[config.mk]
export PLATFORM = sky130hd
export DESIGN_NAME = synth_command_stream_validator
export DESIGN_NICKNAME = d
export VERILOG_FILES = /design/src/sv/scv_pkg.sv /design/src/sv/synth_command_stream_validator.sv /design/src/sv/scv_core.sv
export VERILOG_INCLUDE_DIRS = /design/src /design/src/sv
export SDC_FILE = /design/constraint.sdc
export NUM_CORES = 1
export LEC_CHECK = 0
export ABC_AREA = 1
export BUFFER_PORTS_ARGS = -buffer_cell sky130_fd_sc_hd__clkbuf_2
export CAP_MARGIN = 20
export CORE_ASPECT_RATIO = 0.7
export CORE_MARGIN = 2
export CORE_UTILIZATION = 40
export DETAILED_ROUTE_END_ITERATION = 10
export PLACE_DENSITY = 0.66
export SKIP_LAST_GASP = 1
export SLEW_MARGIN = 10
export SYNTH_ARGS = -nofsm -noshare
export SYNTH_HDL_FRONTEND = slang
export SYNTH_HIERARCHICAL = 1
export SYNTH_SLANG_ARGS = --single-unit
[constraint.sdc]
create_clock -name clk -period 2.6 [get_ports clk]
set_input_delay 0.52 -clock clk [delete_from_list [all_inputs] [get_ports clk]]
set_output_delay 0.52 -clock clk [all_outputs]
set_load 0.005 [all_outputs]
[src/sv/synth_command_stream_validator_defines.svh]
// Assertion macros shared by the command stream validator.
// Each macro expects clk and arst_n in the scope of its use.
`ifndef SYNTH_COMMAND_STREAM_VALIDATOR_DEFINES_SVH
`define SYNTH_COMMAND_STREAM_VALIDATOR_DEFINES_SVH

`ifndef SYNTHESIS
`define SCV_ASSERT_IMP(label, ante, cons, msg) \
	label: assert property (@(posedge clk) disable iff (!arst_n) (ante) |-> (cons)) \
		else $error(msg);
`define SCV_ASSERT_NXT(label, ante, cons, msg) \
	label: assert property (@(posedge clk) disable iff (!arst_n) (ante) |=> (cons)) \
		else $error(msg);
`else
`define SCV_ASSERT_IMP(label, ante, cons, msg)
`define SCV_ASSERT_NXT(label, ante, cons, msg)
`endif

`endif

[src/sv/scv_pkg.sv]
package scv_pkg;

	localparam int unsigned PhaseW = 3;
	localparam int unsigned LeftW  = 10;

	localparam logic [PhaseW-1:0] PH_OPCODE  = 3'd0;
	localparam logic [PhaseW-1:0] PH_SKIP    = 3'd1;
	localparam logic [PhaseW-1:0] PH_ENVHEAD = 3'd2;
	localparam logic [PhaseW-1:0] PH_HARMC   = 3'd3;
	localparam logic [PhaseW-1:0] PH_WSC     = 3'd4;

	localparam logic [1:0] ST_OK      = 2'd0;
	localparam logic [1:0] ST_TRUNC   = 2'd1;
	localparam logic [1:0] ST_UNKNOWN = 2'd2;
	localparam logic [1:0] ST_NOVOICE = 2'd3;

	localparam logic [7:0] OP_CLOSE     = 8'h00;
	localparam logic [7:0] OP_SHAPE     = 8'h01;
	localparam logic [7:0] OP_HARMONICS = 8'h02;
	localparam logic [7:0] OP_FM        = 8'h03;
	localparam logic [7:0] OP_FM_LFO    = 8'h04;
	localparam logic [7:0] OP_FREQ      = 8'h05;
	localparam logic [7:0] OP_FREQ_LFO  = 8'h06;
	localparam logic [7:0] OP_LEVEL     = 8'h07;
	localparam logic [7:0] OP_WAVESHAPE = 8'h08;
	localparam logic [7:0] OP_GAIN      = 8'h09;
	localparam logic [7:0] OP_DELAY     = 8'h0a;
	localparam logic [7:0] OP_BANDPASS  = 8'h0e;
	localparam logic [7:0] OP_NOTCH     = 8'h0f;
	localparam logic [7:0] OP_LAST      = 8'h0f;

	localparam logic [7:0] VOICE_MAX = 8'hff;

	typedef struct packed {
		logic       fire;
		logic [1:0] status;
		logic [7:0] voice_count;
	} res_t;

	typedef struct packed {
		logic [PhaseW-1:0] phase;
		logic              err_seen;
		logic [7:0]        voices;
	} core_stat_t;

endpackage

[src/sv/synth_command_stream_validator.sv]
// Channel  Dir  Signals                         Contents
// s_*      in   s_tvalid s_tready s_tdata s_tlast  one command byte, tlast on final byte
// m_*      out  m_tvalid m_tready m_tdata          status and voices opened, 0 or 1 per byte
//
// One byte per cycle sustained while no result waits on a full result register; a byte's result
// passes the input register, then the parse step, into the output register.
// Reset clears the parse state and the valid flags of the input and result registers.
// A stalled result blocks only a byte that itself makes a result; bytes that only
// update the parse state keep flowing past a full output register.
// The last byte of a stream returns all parse state to its reset value.
`include "synth_command_stream_validator_defines.svh"

module synth_command_stream_validator (
	input  logic        clk,
	input  logic        arst_n,
	input  logic        s_tvalid,
	output logic        s_tready,
	input  logic [7:0]  s_tdata,   // [7:0] data_byte
	input  logic        s_tlast,   // last_byte
	output logic        m_tvalid,
	input  logic        m_tready,
	output logic [15:0] m_tdata    // [1:0] status, [9:2] voice_count, [15:10] zero
);

	logic                s1_valid_q;
	logic [7:0]          byte_s1;
	logic                last_s1;
	logic                can_load;
	logic                adv;
	logic                out_valid_q;
	logic [1:0]          status_q;
	logic [7:0]          voice_q;
	scv_pkg::res_t       res;
	scv_pkg::core_stat_t stat;

	// the result register can take a new result this cycle
	assign can_load = !out_valid_q || m_tready;
	// advance the held byte unless its result has nowhere to go
	assign adv      = s1_valid_q && (!res.fire || can_load);
	assign s_tready = !s1_valid_q || adv;

	// input register: capture each transfer, drop it once parsed
	always_ff @(posedge clk or negedge arst_n) begin
		if (!arst_n) begin
			s1_valid_q <= 1'b0;
		end else if (s_tready) begin
			s1_valid_q <= s_tvalid;
		end
	end

	always_ff @(posedge clk) begin
		if (s_tready && s_tvalid) begin
			byte_s1 <= s_tdata;
			last_s1 <= s_tlast;
		end
	end

	scv_core u_core (
		.clk       (clk),
		.arst_n    (arst_n),
		.step      (adv),
		.data_byte (byte_s1),
		.last_byte (last_s1),
		.res       (res),
		.stat      (stat)
	);

	// result register: load a fresh result, hold it until the sink takes it
	always_ff @(posedge clk or negedge arst_n) begin
		if (!arst_n) begin
			out_valid_q <= 1'b0;
		end else if (adv && res.fire) begin
			out_valid_q <= 1'b1;
		end else if (m_tready) begin
			out_valid_q <= 1'b0;
		end
	end

	always_ff @(posedge clk) begin
		if (adv && res.fire) begin
			status_q <= res.status;
			voice_q  <= res.voice_count;
		end
	end

	assign m_tvalid = out_valid_q;
	assign m_tdata  = {6'b000000, voice_q, status_q};

	`SCV_ASSERT_IMP(a_res_has_room, adv && res.fire, can_load,
		"result overwrote a pending transfer")
	`SCV_ASSERT_NXT(a_last_clears, adv && last_s1,
		stat.phase == scv_pkg::PH_OPCODE && !stat.err_seen && stat.voices == 8'd0,
		"state not cleared after last byte")
	`SCV_ASSERT_NXT(a_err_sticky, adv && stat.err_seen && !last_s1,
		stat.err_seen && !$past(res.fire), "error state lost or result after error")

endmodule

[src/sv/scv_core.sv]
module scv_core (
	input  logic               clk,
	input  logic               arst_n,
	input  logic               step,
	input  logic [7:0]         data_byte,
	input  logic               last_byte,
	output scv_pkg::res_t      res,
	output scv_pkg::core_stat_t stat
);

	logic [scv_pkg::PhaseW-1:0] phase_q, phase_d;
	logic [scv_pkg::LeftW-1:0]  left_q, left_d;
	logic                       open_q, open_d;
	logic                       err_q, err_d;
	logic [7:0]                 voices_q, voices_d;
	logic [1:0]                 err_code;
	logic [scv_pkg::LeftW-1:0]  skip_n;
	logic                       skip_go;

	always_comb begin
		phase_d  = phase_q;
		left_d   = left_q;
		open_d   = open_q;
		err_d    = err_q;
		voices_d = voices_q;
		err_code = scv_pkg::ST_OK;
		skip_n   = '0;
		skip_go  = 1'b0;
		res      = '0;

		if (!err_q) begin
			case (phase_q)
				scv_pkg::PH_SKIP: begin
					if (left_q != '0)
						left_d = left_q - 1'b1;
					if (left_q <= scv_pkg::LeftW'(1))
						phase_d = scv_pkg::PH_OPCODE;
				end
				scv_pkg::PH_ENVHEAD: begin
					if (left_q <= scv_pkg::LeftW'(1)) begin
						left_d  = '0;
						skip_n  = {data_byte, 2'b00};
						skip_go = 1'b1;
					end else begin
						left_d = left_q - 1'b1;
					end
				end
				scv_pkg::PH_HARMC: begin
					skip_n  = {1'b0, data_byte, 1'b0};
					skip_go = 1'b1;
				end
				scv_pkg::PH_WSC: begin
					skip_n  = scv_pkg::LeftW'(data_byte) + scv_pkg::LeftW'(2);
					skip_go = 1'b1;
				end
				default: begin
					if (data_byte > scv_pkg::OP_LAST) begin
						err_code = scv_pkg::ST_UNKNOWN;
					end else if (data_byte == scv_pkg::OP_CLOSE) begin
						open_d  = 1'b0;
						phase_d = scv_pkg::PH_OPCODE;
					end else if (data_byte > scv_pkg::OP_FREQ_LFO && !open_q) begin
						err_code = scv_pkg::ST_NOVOICE;
					end else begin
						if (!open_q) begin
							open_d = 1'b1;
							if (voices_q != scv_pkg::VOICE_MAX)
								voices_d = voices_q + 1'b1;
						end
						skip_go = 1'b1;
						case (data_byte)
							scv_pkg::OP_SHAPE: skip_n = scv_pkg::LeftW'(1);
							scv_pkg::OP_HARMONICS: begin
								skip_go = 1'b0;
								phase_d = scv_pkg::PH_HARMC;
							end
							scv_pkg::OP_FM: begin
								skip_go = 1'b0;
								phase_d = scv_pkg::PH_ENVHEAD;
								left_d  = scv_pkg::LeftW'(5);
							end
							scv_pkg::OP_FM_LFO: skip_n = scv_pkg::LeftW'(3);
							scv_pkg::OP_FREQ, scv_pkg::OP_LEVEL: begin
								skip_go = 1'b0;
								phase_d = scv_pkg::PH_ENVHEAD;
								left_d  = scv_pkg::LeftW'(3);
							end
							scv_pkg::OP_WAVESHAPE: begin
								skip_go = 1'b0;
								phase_d = scv_pkg::PH_WSC;
							end
							scv_pkg::OP_FREQ_LFO, scv_pkg::OP_GAIN,
							scv_pkg::OP_BANDPASS, scv_pkg::OP_NOTCH:
								skip_n = scv_pkg::LeftW'(4);
							scv_pkg::OP_DELAY: skip_n = scv_pkg::LeftW'(5);
							default: skip_n = scv_pkg::LeftW'(2);
						endcase
					end
				end
			endcase

			// an empty argument list returns straight to opcode
			if (skip_go) begin
				if (skip_n == '0) begin
					phase_d = scv_pkg::PH_OPCODE;
				end else begin
					phase_d = scv_pkg::PH_SKIP;
					left_d  = skip_n;
				end
			end

			if (err_code != scv_pkg::ST_OK) begin
				res.fire        = 1'b1;
				res.status      = err_code;
				res.voice_count = voices_q;
				err_d           = 1'b1;
			end else if (last_byte) begin
				res.fire        = 1'b1;
				res.status      = (phase_d == scv_pkg::PH_OPCODE) ?
					scv_pkg::ST_OK : scv_pkg::ST_TRUNC;
				res.voice_count = voices_d;
			end
		end

		// the last byte always starts a fresh stream
		if (last_byte) begin
			phase_d  = scv_pkg::PH_OPCODE;
			left_d   = '0;
			open_d   = 1'b0;
			err_d    = 1'b0;
			voices_d = '0;
		end
	end

	always_ff @(posedge clk or negedge arst_n) begin
		if (!arst_n) begin
			phase_q  <= scv_pkg::PH_OPCODE;
			left_q   <= '0;
			open_q   <= 1'b0;
			err_q    <= 1'b0;
			voices_q <= '0;
		end else if (step) begin
			phase_q  <= phase_d;
			left_q   <= left_d;
			open_q   <= open_d;
			err_q    <= err_d;
			voices_q <= voices_d;
		end
	end

	assign stat.phase    = phase_q;
	assign stat.err_seen = err_q;
	assign stat.voices   = voices_q;

endmodule
Word-level counts from Yosys, hierarchy flattened

Cells that the tools add are included.

Flip-flop bits (word level): 44
Input port bits: 13
Output and inout port bits: 18
Logic and storage cells: 128

Add/subtract/negate cells: 3
Order comparisons: 3
Equal/unequal tests: 21
Muxes and demuxes: 64
Reductions and logical operators: 26

Operators with widths:

| kind                                                                               | number |
|---|---|
| 10-bit two-way mux                                                                 | 14 |
| 8-bit two-way mux                                                                  | 8 |
| 8-bit by 4-bit equality test with 1-bit output (second input constant)             | 5 |
| 10-bit one-hot mux with 4 select lines                                             | 1 |
| 11-bit two-way mux                                                                 | 3 |
| 8-bit by 3-bit equality test with 1-bit output (second input constant)             | 4 |
| 10-bit one-hot mux with 3 select lines                                             | 1 |
| 3-bit two-way mux                                                                  | 8 |
| 10-bit one-hot mux with 2 select lines                                             | 1 |
| 1-bit two-way mux                                                                  | 19 |
| 8-bit by 2-bit equality test with 1-bit output (second input constant)             | 2 |
| 3-bit one-hot mux with 5 select lines                                              | 1 |
| 10-bit by 1-bit less-or-equal comparator with 1-bit output (second input constant) | 1 |
| 10-bit zero test                                                                   | 1 |
| 2-bit two-way mux                                                                  | 5 |
| 10-bit nonzero test                                                                | 1 |
| 10-bit by 1-bit subtractor with 10-bit output (second input constant)              | 1 |
| 8-bit by 2-bit adder with 9-bit output (second input constant)                     | 1 |
| 3-bit one-hot mux with 3 select lines                                              | 1 |
| 8-bit by 1-bit adder with 8-bit output (second input constant)                     | 1 |
| 8-bit by 1-bit equality test with 1-bit output (second input constant)             | 1 |
| 8-bit by 3-bit greater-than comparator with 1-bit output (second input constant)   | 1 |
| 8-bit by 4-bit greater-than comparator with 1-bit output (second input constant)   | 1 |
| 8-bit zero test                                                                    | 1 |
| 20 further kinds                                                                   | 34 |

Longest topological paths before layout

Gate-level depths: netlist of the first run.

Depth in word-level cells: 22
Depth in mapped cells: 22
Depth with buffers taken out: 19

Modules after synthesis

The synthesis of the first run kept the hierarchy.

By module, submodules not included:

| module                         | times used | cells an instance | area each (sq um) | sequential area each (sq um) |
|---|---|---|---|---|
| scv_core                       | 1          | 501               | 2877.8            | 575.6 |
| synth_command_stream_validator | 1          | 41                | 729.4             | 620.6 |

Worst setup path after synthesis of the first run

OpenSTA, ideal clock, no wires.

Path kind: register to register
Start: register byte_s1[5]
End: register u_core/left_q[1] (netlist bit)
Library setup time: 118 ps
Data arrival time: 2477 ps
Required time: 2482 ps
Path slack: 5 ps
Cell stages (with the launch flop): 22
Path buffers: 3
Clock period less this slack: 2595 ps
Path through: edfxtp_1 > buf_6 > inv_2 > nand2_2 > nor2_4 > nand2_1 > nand3_2 > buf_6 > nand2_1 > nand2_1 > nand2_1 > nand2_1 > inv_1 > nand3_1 > nand2_1 > inv_1 > inv_1 > a21oi_1 > inv_1 > clkbuf_1 > nand2_1 > nand2_1

RTL lines:

| element                  | RTL line                             | source |
|---|---|---|
| start: declaration       | synth_command_stream_validator.sv:26 | `logic [7:0] byte_s1;` |
| start signal: assignment | synth_command_stream_validator.sv:53 | `byte_s1 <= s_tdata;` |
| end signal: assignment   | scv_core.sv:144                      | `left_q <= left_d;` |
| end: declaration         | scv_core.sv:12                       | `logic [scv_pkg::LeftW-1:0] left_q, left_d;` |

Worst setup path in the final report of the first run

Start: register u_core/phase_q[1] (netlist bit)
End: register voice_q[6], data pin

Longest elaborated chain between the ends: 6
Elaborated cells between the ends (all ways): 11
Those cells by class: eq/ne: 4; mux: 5; reduce/logical: 2

RTL lines:

| element                                                                | RTL line                             | source |
|---|---|---|
| start: declaration                                                     | scv_core.sv:11                       | `logic [scv_pkg::PhaseW-1:0] phase_q, phase_d;` |
| start signal: assignment                                               | scv_core.sv:137                      | `phase_q <= scv_pkg::PH_OPCODE;` |
| start signal: assignment                                               | scv_core.sv:143                      | `phase_q <= phase_d;` |
| 3-bit by 1-bit equality test with 1-bit output (tied with other cells) | scv_core.sv:32                       | `case (phase_q)` |
| 4-bit OR reduction (no source line) *                                  | -                                    |  |
| 2-bit two-way mux                                                      | scv_core.sv:32                       |  |
| 2-bit two-way mux                                                      | scv_core.sv:31                       | `if (!err_q) begin` |
| 2-bit nonzero test                                                     | scv_core.sv:112                      | `if (err_code != scv_pkg::ST_OK) begin` |
| 11-bit two-way mux *                                                   | scv_core.sv:112                      |  |
| end signal: assignment                                                 | synth_command_stream_validator.sv:82 | `voice_q <= res.voice_count;` |
| end: declaration                                                       | synth_command_stream_validator.sv:32 | `logic [7:0] voice_q;` |

Every way passes the cells marked *; elsewhere a longest branch is shown, timed or not. The select of a mux whose other input is x is not followed.
A chain may end at the register's enable or synchronous reset.

==> flow_summary.yaml, run 1 <==
power:
  intPower_uw: 2180
  ir_drop_uv: 464
  p_per_area_nw_per_um2: 1040
  p_clk_share_pct: 14.9
  p_leak_uw: 0.00205
  p_comb_share_pct: 61.1
  switching_share_pct: 48.8
  p_switching_uw: 2070
  seqPwrFrac_pct: 24.0
sta:
  period_needed_ps: 2450
  drv_slew: 0
  hold_viol: 0
  fin_crit_sh_pct: 94.1
  slew-limit-headroom_pct: 52.8
  max_freq_ghz: 0.409
  setup_slack_ps: 155
  clock_skew_ps: 7.59
  tightest_slew_ps: 708
  setup_viol: 0
synth:
  postSynthCellCount: 541
  yosysWarnings: 6
  netlist_area_um2: 3600
  synth.avg_cell_area_um2: 6.65
placement:
  portBuffers: 24
  placed_cells: 688
  dpl_worst_slack_ps: 82.3
  post-dp-hpwl_um: 7500
  placed_area_um2: 3880
  routabilityCongestion: 0.910
die:
  core_area_um2: 8580
  die_area_um2: 9790
  fp.dieH_um: 83.4
  dieWidth_um: 117
  initial_core_util_pct: 41.9
  io_pins: 31
  rows: 28
layout:
  mostFrequentLayoutCells: "nand2_1 (159), nor2_1 (61), nand3_1 (50)"
  area_growth_pct: 13.8
  postLayoutCellArea_um2: 4100
  n_antenna_cell: 0
  fillers: 892
  fin_nets: 600
  layout_commonest_cell: "nand2_1"
  multi_input_area_um2: 2010
  finish.utilization_pct: 47.7
  drive_gt1_share_pct: 18.4
  final-seq-area_um2: 1200
  stdcell_count: 703
drt:
  drc: 0
  routedWlPerCell_um: 13.9
  drt_iter0_markers: 343
  vias: 3677
  ant_nets: 0
  via_per_inst: 5.23
  wl_um: 9740
  dr.pass1.iters: 6
clocking:
  hold_buffers: 0
  cts_root_buf: "clkbuf_16"
  htreeDepth: 2
  insertion_delay_ps: 290
  clkSinkCount: 44
  clk_pin_slew_ps: 70
  cts_tree: "yes"
  clockBufferDepth: 2
  cts_made_buffers: 5
global_route:
  grt_max_degree: 26
  gr-total-overflow: 0
  grt_pass1_wl_um: 16200
  antenna_found_initial: 0
  grt_pass1_vias: 3242
  grt_usage_pct: 20.2
setup_path:
  cp.arrival_ps: 2470
  start_kind: "flip-flop"
  crit_type: "reg -> reg"
  required_ps: 2630
  crit_path_max_fanout: 15
  end_kind: "flip-flop"
hold_path:
  hold_path_class: "in -> async"
run:
  cap_viol_max_count: 0
status:
  status: "finished clean"
==> power groups by stage <==
stage | Combinational (µW) | Clock [µW] | Sequential, µW
2_1_floorplan | 1730 | 0 | 1010
6_report | 2600 | 634 | 1020
3_5_place_dp | 2410 | 0 | 1030
5_1_grt | 2870 | 682 | 1040
4_1_cts | 2430 | 652 | 1020
3_3_place_gp | 2380 | 0 | 1030
==> layout make-up <==
class | count | area share (%)
multi-input combinational | 411 | 49.1
sequential | 44 | 29.2
timing repair buffer | 52 | 8.16
inverter | 68 | 6.29
tap | 120 | 3.67
clock buffer | 5 | 3.05
clock inverter | 3 | 0.550
==> repair_timing <==
action                                  in CTS  in global routing
gates resized for setup                      0                  8
endpoints found under the setup margin       0                 21
buffers inserted                             0                  7
==> path summary, 6_finish.rpt <==
path | slack (ps) | cells past startpoint | startpoint | end
worst min register to register | 530 | 2 | u_core/left_q[9] | u_core/left_q[9]
min in group clk | 410 | 1 | s_tdata[1] | byte_s1[1]
worst max-delay path | 150 | 11 | u_core/phase_q[1] | voice_q[6]
worst max register to register | 150 | 11 | u_core/phase_q[1] | voice_q[6]
max in group asynchronous | 1820 | 1 | arst_n | u_core/phase_q[0]
worst min-delay path | 270 | 1 | arst_n | u_core/left_q[7]
==> through the flow <==
step	setup TNS (ps)	hold WS (ps)	total power, µW
2_1_floorplan	0	224	2740
3_3_place_gp	0	502	3410
3_5_place_dp	0	509	3450
4_1_cts	0	307	4100
5_1_grt	-156	335	4600
6_report	0	272	4250
==> registers in the layout, indices dropped and copies added, names as in the netlist, 2 cells and up <==
name,cells
u_core/left_q,10
byte_s1,8
u_core/voices_q,8
voice_q,8
u_core/phase_q,3
status_q,2
==> layer usage <==
metal	vias to the layer above	GRT usage (%)	routed length, µm
met5	-	0	0
met4	0	3.18	59
met3	7	3.02	929
met2	172	27.6	3840
met1	1667	33.4	4910
li1	1831	-	-
==> critical path: stages (launching register included) <==
cell     delay (ps)
dfrtp_1         420
inv_2           100
nor2_2           50
nand2_1         100
nand2_2         110
nor2_4          140
buf_4           260
nand3_2         180
o21ai_0         190
nand3_1         130
o21ai_0         410
inv_1            80
No activity file was read; power rests on OpenSTA's default activity.
==> inputs of run 2 (changes only) <==
--- a/config.mk
+++ b/config.mk
@@ -6,14 +6,13 @@
 export SDC_FILE = /design/constraint.sdc
 export NUM_CORES = 1
 export LEC_CHECK = 0
-export ABC_AREA = 1
 export BUFFER_PORTS_ARGS = -buffer_cell sky130_fd_sc_hd__clkbuf_2
 export CAP_MARGIN = 20
 export CORE_ASPECT_RATIO = 0.7
 export CORE_MARGIN = 2
 export CORE_UTILIZATION = 40
 export DETAILED_ROUTE_END_ITERATION = 10
-export PLACE_DENSITY = 0.66
+export PLACE_DENSITY = 0.67
 export SKIP_LAST_GASP = 1
 export SLEW_MARGIN = 10
 export SYNTH_ARGS = -nofsm -noshare
==> flow_summary.yaml, run 2 <==
power:
  p_leak_uw: 0.00167
  p_comb_share_pct: 24.2
  p_clk_share_pct: 35.8
  p_switching_uw: 656
  switching_share_pct: 31.5
  seqPwrFrac_pct: 40.0
  intPower_uw: 1430
  ir_drop_uv: 305
  p_per_area_nw_per_um2: 507
setup_path:
  crit_path_end: "voice_q[3]"
  cp.arrival_ps: 2540
  crit_type: "reg -> reg"
  regToRegSetupSlack_ps: 120
  end_kind: "flip-flop"
  reg2regPathDepth: 9
  crit_start: "byte_s1[4]"
  required_ps: 2660
  rr_startpoint: "byte_s1[4]"
  start_kind: "flip-flop"
  r2r-end: "voice_q[3]"
  crit_path_max_fanout: 7
sta:
  max_freq_ghz: 0.403
  setup_viol: 0
  tightest_slew_ps: 691
  drv_slew: 0
  setup-tns-final_ps: 0
  fin_crit_sh_pct: 95.5
  setup_slack_ps: 117
  period_needed_ps: 2480
  hold_viol: 0
  clock_skew_ps: 7.35
  holdWs_ps: 257
  slew-limit-headroom_pct: 53.9
die:
  fp.dieH_um: 80.6
  die_area_um2: 9140
  rows: 27
  initial_core_util_pct: 41.9
  io_pins: 31
  dieWidth_um: 113
  core_area_um2: 8010
clocking:
  clk_pin_slew_ps: 70
  cts_root_buf: "clkbuf_16"
  hold_buffers: 0
  cts_made_buffers: 5
  cts_tree: "yes"
  insertion_delay_ps: 300
  clkSinkCount: 44
  htreeDepth: 2
  clockBufferDepth: 2
synth:
  synth.avg_cell_area_um2: 8.53
  postSynthCellCount: 393
  netlist_area_um2: 3350
  yosysWarnings: 6
layout:
  largest_reg_flops: 10
  stdcell_count: 546
  drive_gt1_share_pct: 25.8
  area_growth_pct: 22.8
  fillers: 726
  finish.utilization_pct: 51.4
  largest-register: "u_core/left_q"
  mostFrequentLayoutCells: "buf_4 (47), nor2_1 (41), nand2_1 (34)"
  fin_nets: 462
  n_antenna_cell: 0
  layout_commonest_cell: "buf_4"
global_route:
  grt_max_degree: 26
  gr-total-overflow: 0
  grt_usage_pct: 21.7
  grt_pass1_wl_um: 15400
  grt_pass1_vias: 2860
  antenna_found_initial: 0
run:
  cap_viol_max_count: 0
drt:
  ant_nets: 0
  dr.pass1.iters: 5
  drc: 0
  drt_iter0_markers: 461
  vias: 3320
  routedWlPerCell_um: 17.8
  via_per_inst: 6.08
  wl_um: 9740
placement:
  post-dp-hpwl_um: 7250
  routabilityCongestion: 0.984
  dpl_worst_slack_ps: -47.8
  placed_cells: 532
  portBuffers: 24
status:
  status: "finished clean"
hold_path:
  hold_path_class: "in -> async"
[run 2: changes by cell type in the layout (fill, tap and decap cells not counted), moves of 9 or more]
cell | before | now
nand2_2 | 10 | 0
nor3_1 | 2 | 15
inv_1 | 49 | 12
nand2_1 | 159 | 34
nand4_1 | 17 | 5
a221o_1 | 0 | 9
nor2_1 | 61 | 41
nand3_1 | 50 | 14
nand2b_1 | 0 | 9
buf_4 | 27 | 47
inv_2 | 16 | 1
[run 2: routing by layer]
metal | vias up | share of wire, % | track usage, %
li1 | 1558 | - | -
met1 | 1542 | 48 | 34.3
met2 | 205 | 40 | 28.3
met3 | 15 | 11 | 6.72
met4 | 0 | 1.1 | 3.90
met5 | - | 0 | 0
[run 2: how the worst min path moves through the flow]
stage / start / end / slack [ps] / cells after the start
after floorplan: arst_n / m_tvalid / 220 / 0
after global placement: u_core/voices_q[4] / u_core/voices_q[4] / 540 / 2
after detailed placement: u_core/voices_q[7] / u_core/voices_q[7] / 530 / 2
after CTS: arst_n / u_core/voices_q[3] / 280 / 1
after global routing: arst_n / u_core/voices_q[3] / 310 / 1
final: arst_n / u_core/voices_q[4] / 260 / 1
[run 2: layout make-up]
| type | count | area [µm²] | share of cell area [%] |
|---|---|---|---|
| Clock buffer | 5 | 125 | 3.04 |
| Clock inverter | 3 | 46.3 | 1.12 |
| Inverter | 13 | 48.8 | 1.19 |
| Multi-Input combinational cell | 307 | 2070 | 50.3 |
| Sequential cell | 44 | 1200 | 29.1 |
| Tap cell | 101 | 126 | 3.07 |
| Timing Repair Buffer | 73 | 504 | 12.3 |
[run 2: worst max-delay path, cell delays in order (launching register included)]
cell and delay [ps]:
edfxtp_1 380, buf_4 180, nor4_4 310, o21ai_1 140
buf_4 190, nor4_4 310, clkdlybuf4s15_2 300, nand4_1 190
xor2_1 180, nor2_1 60
[run 2: per-stage QoR]
stage               area, µm²  total power, µW
finish                   4120             2090
global route             4120             2190
CTS                      3980             2060
detailed placement       3810             1310
global placement         3810             1310
floorplan                3410             1130
[run 2: repair_timing]
| action | CTS | global route |
|---|---|---|
| gates resized for setup | 1 | 14 |
| pin swaps | 0 | 2 |
| endpoints found under the setup margin | 1 | 21 |
| gates cloned | 0 | 1 |
| buffers inserted | 0 | 5 |
[run 2: power by group through the flow]
| stage | Clock (µW) | Combinational, µW | Sequential, µW |
|---|---|---|---|
| final | 746 | 505 | 835 |
| after CTS | 765 | 470 | 829 |
| after global routing | 790 | 552 | 843 |
| after global placement | 0 | 463 | 843 |
| after floorplan | 0 | 322 | 811 |
| after detailed placement | 0 | 467 | 843 |
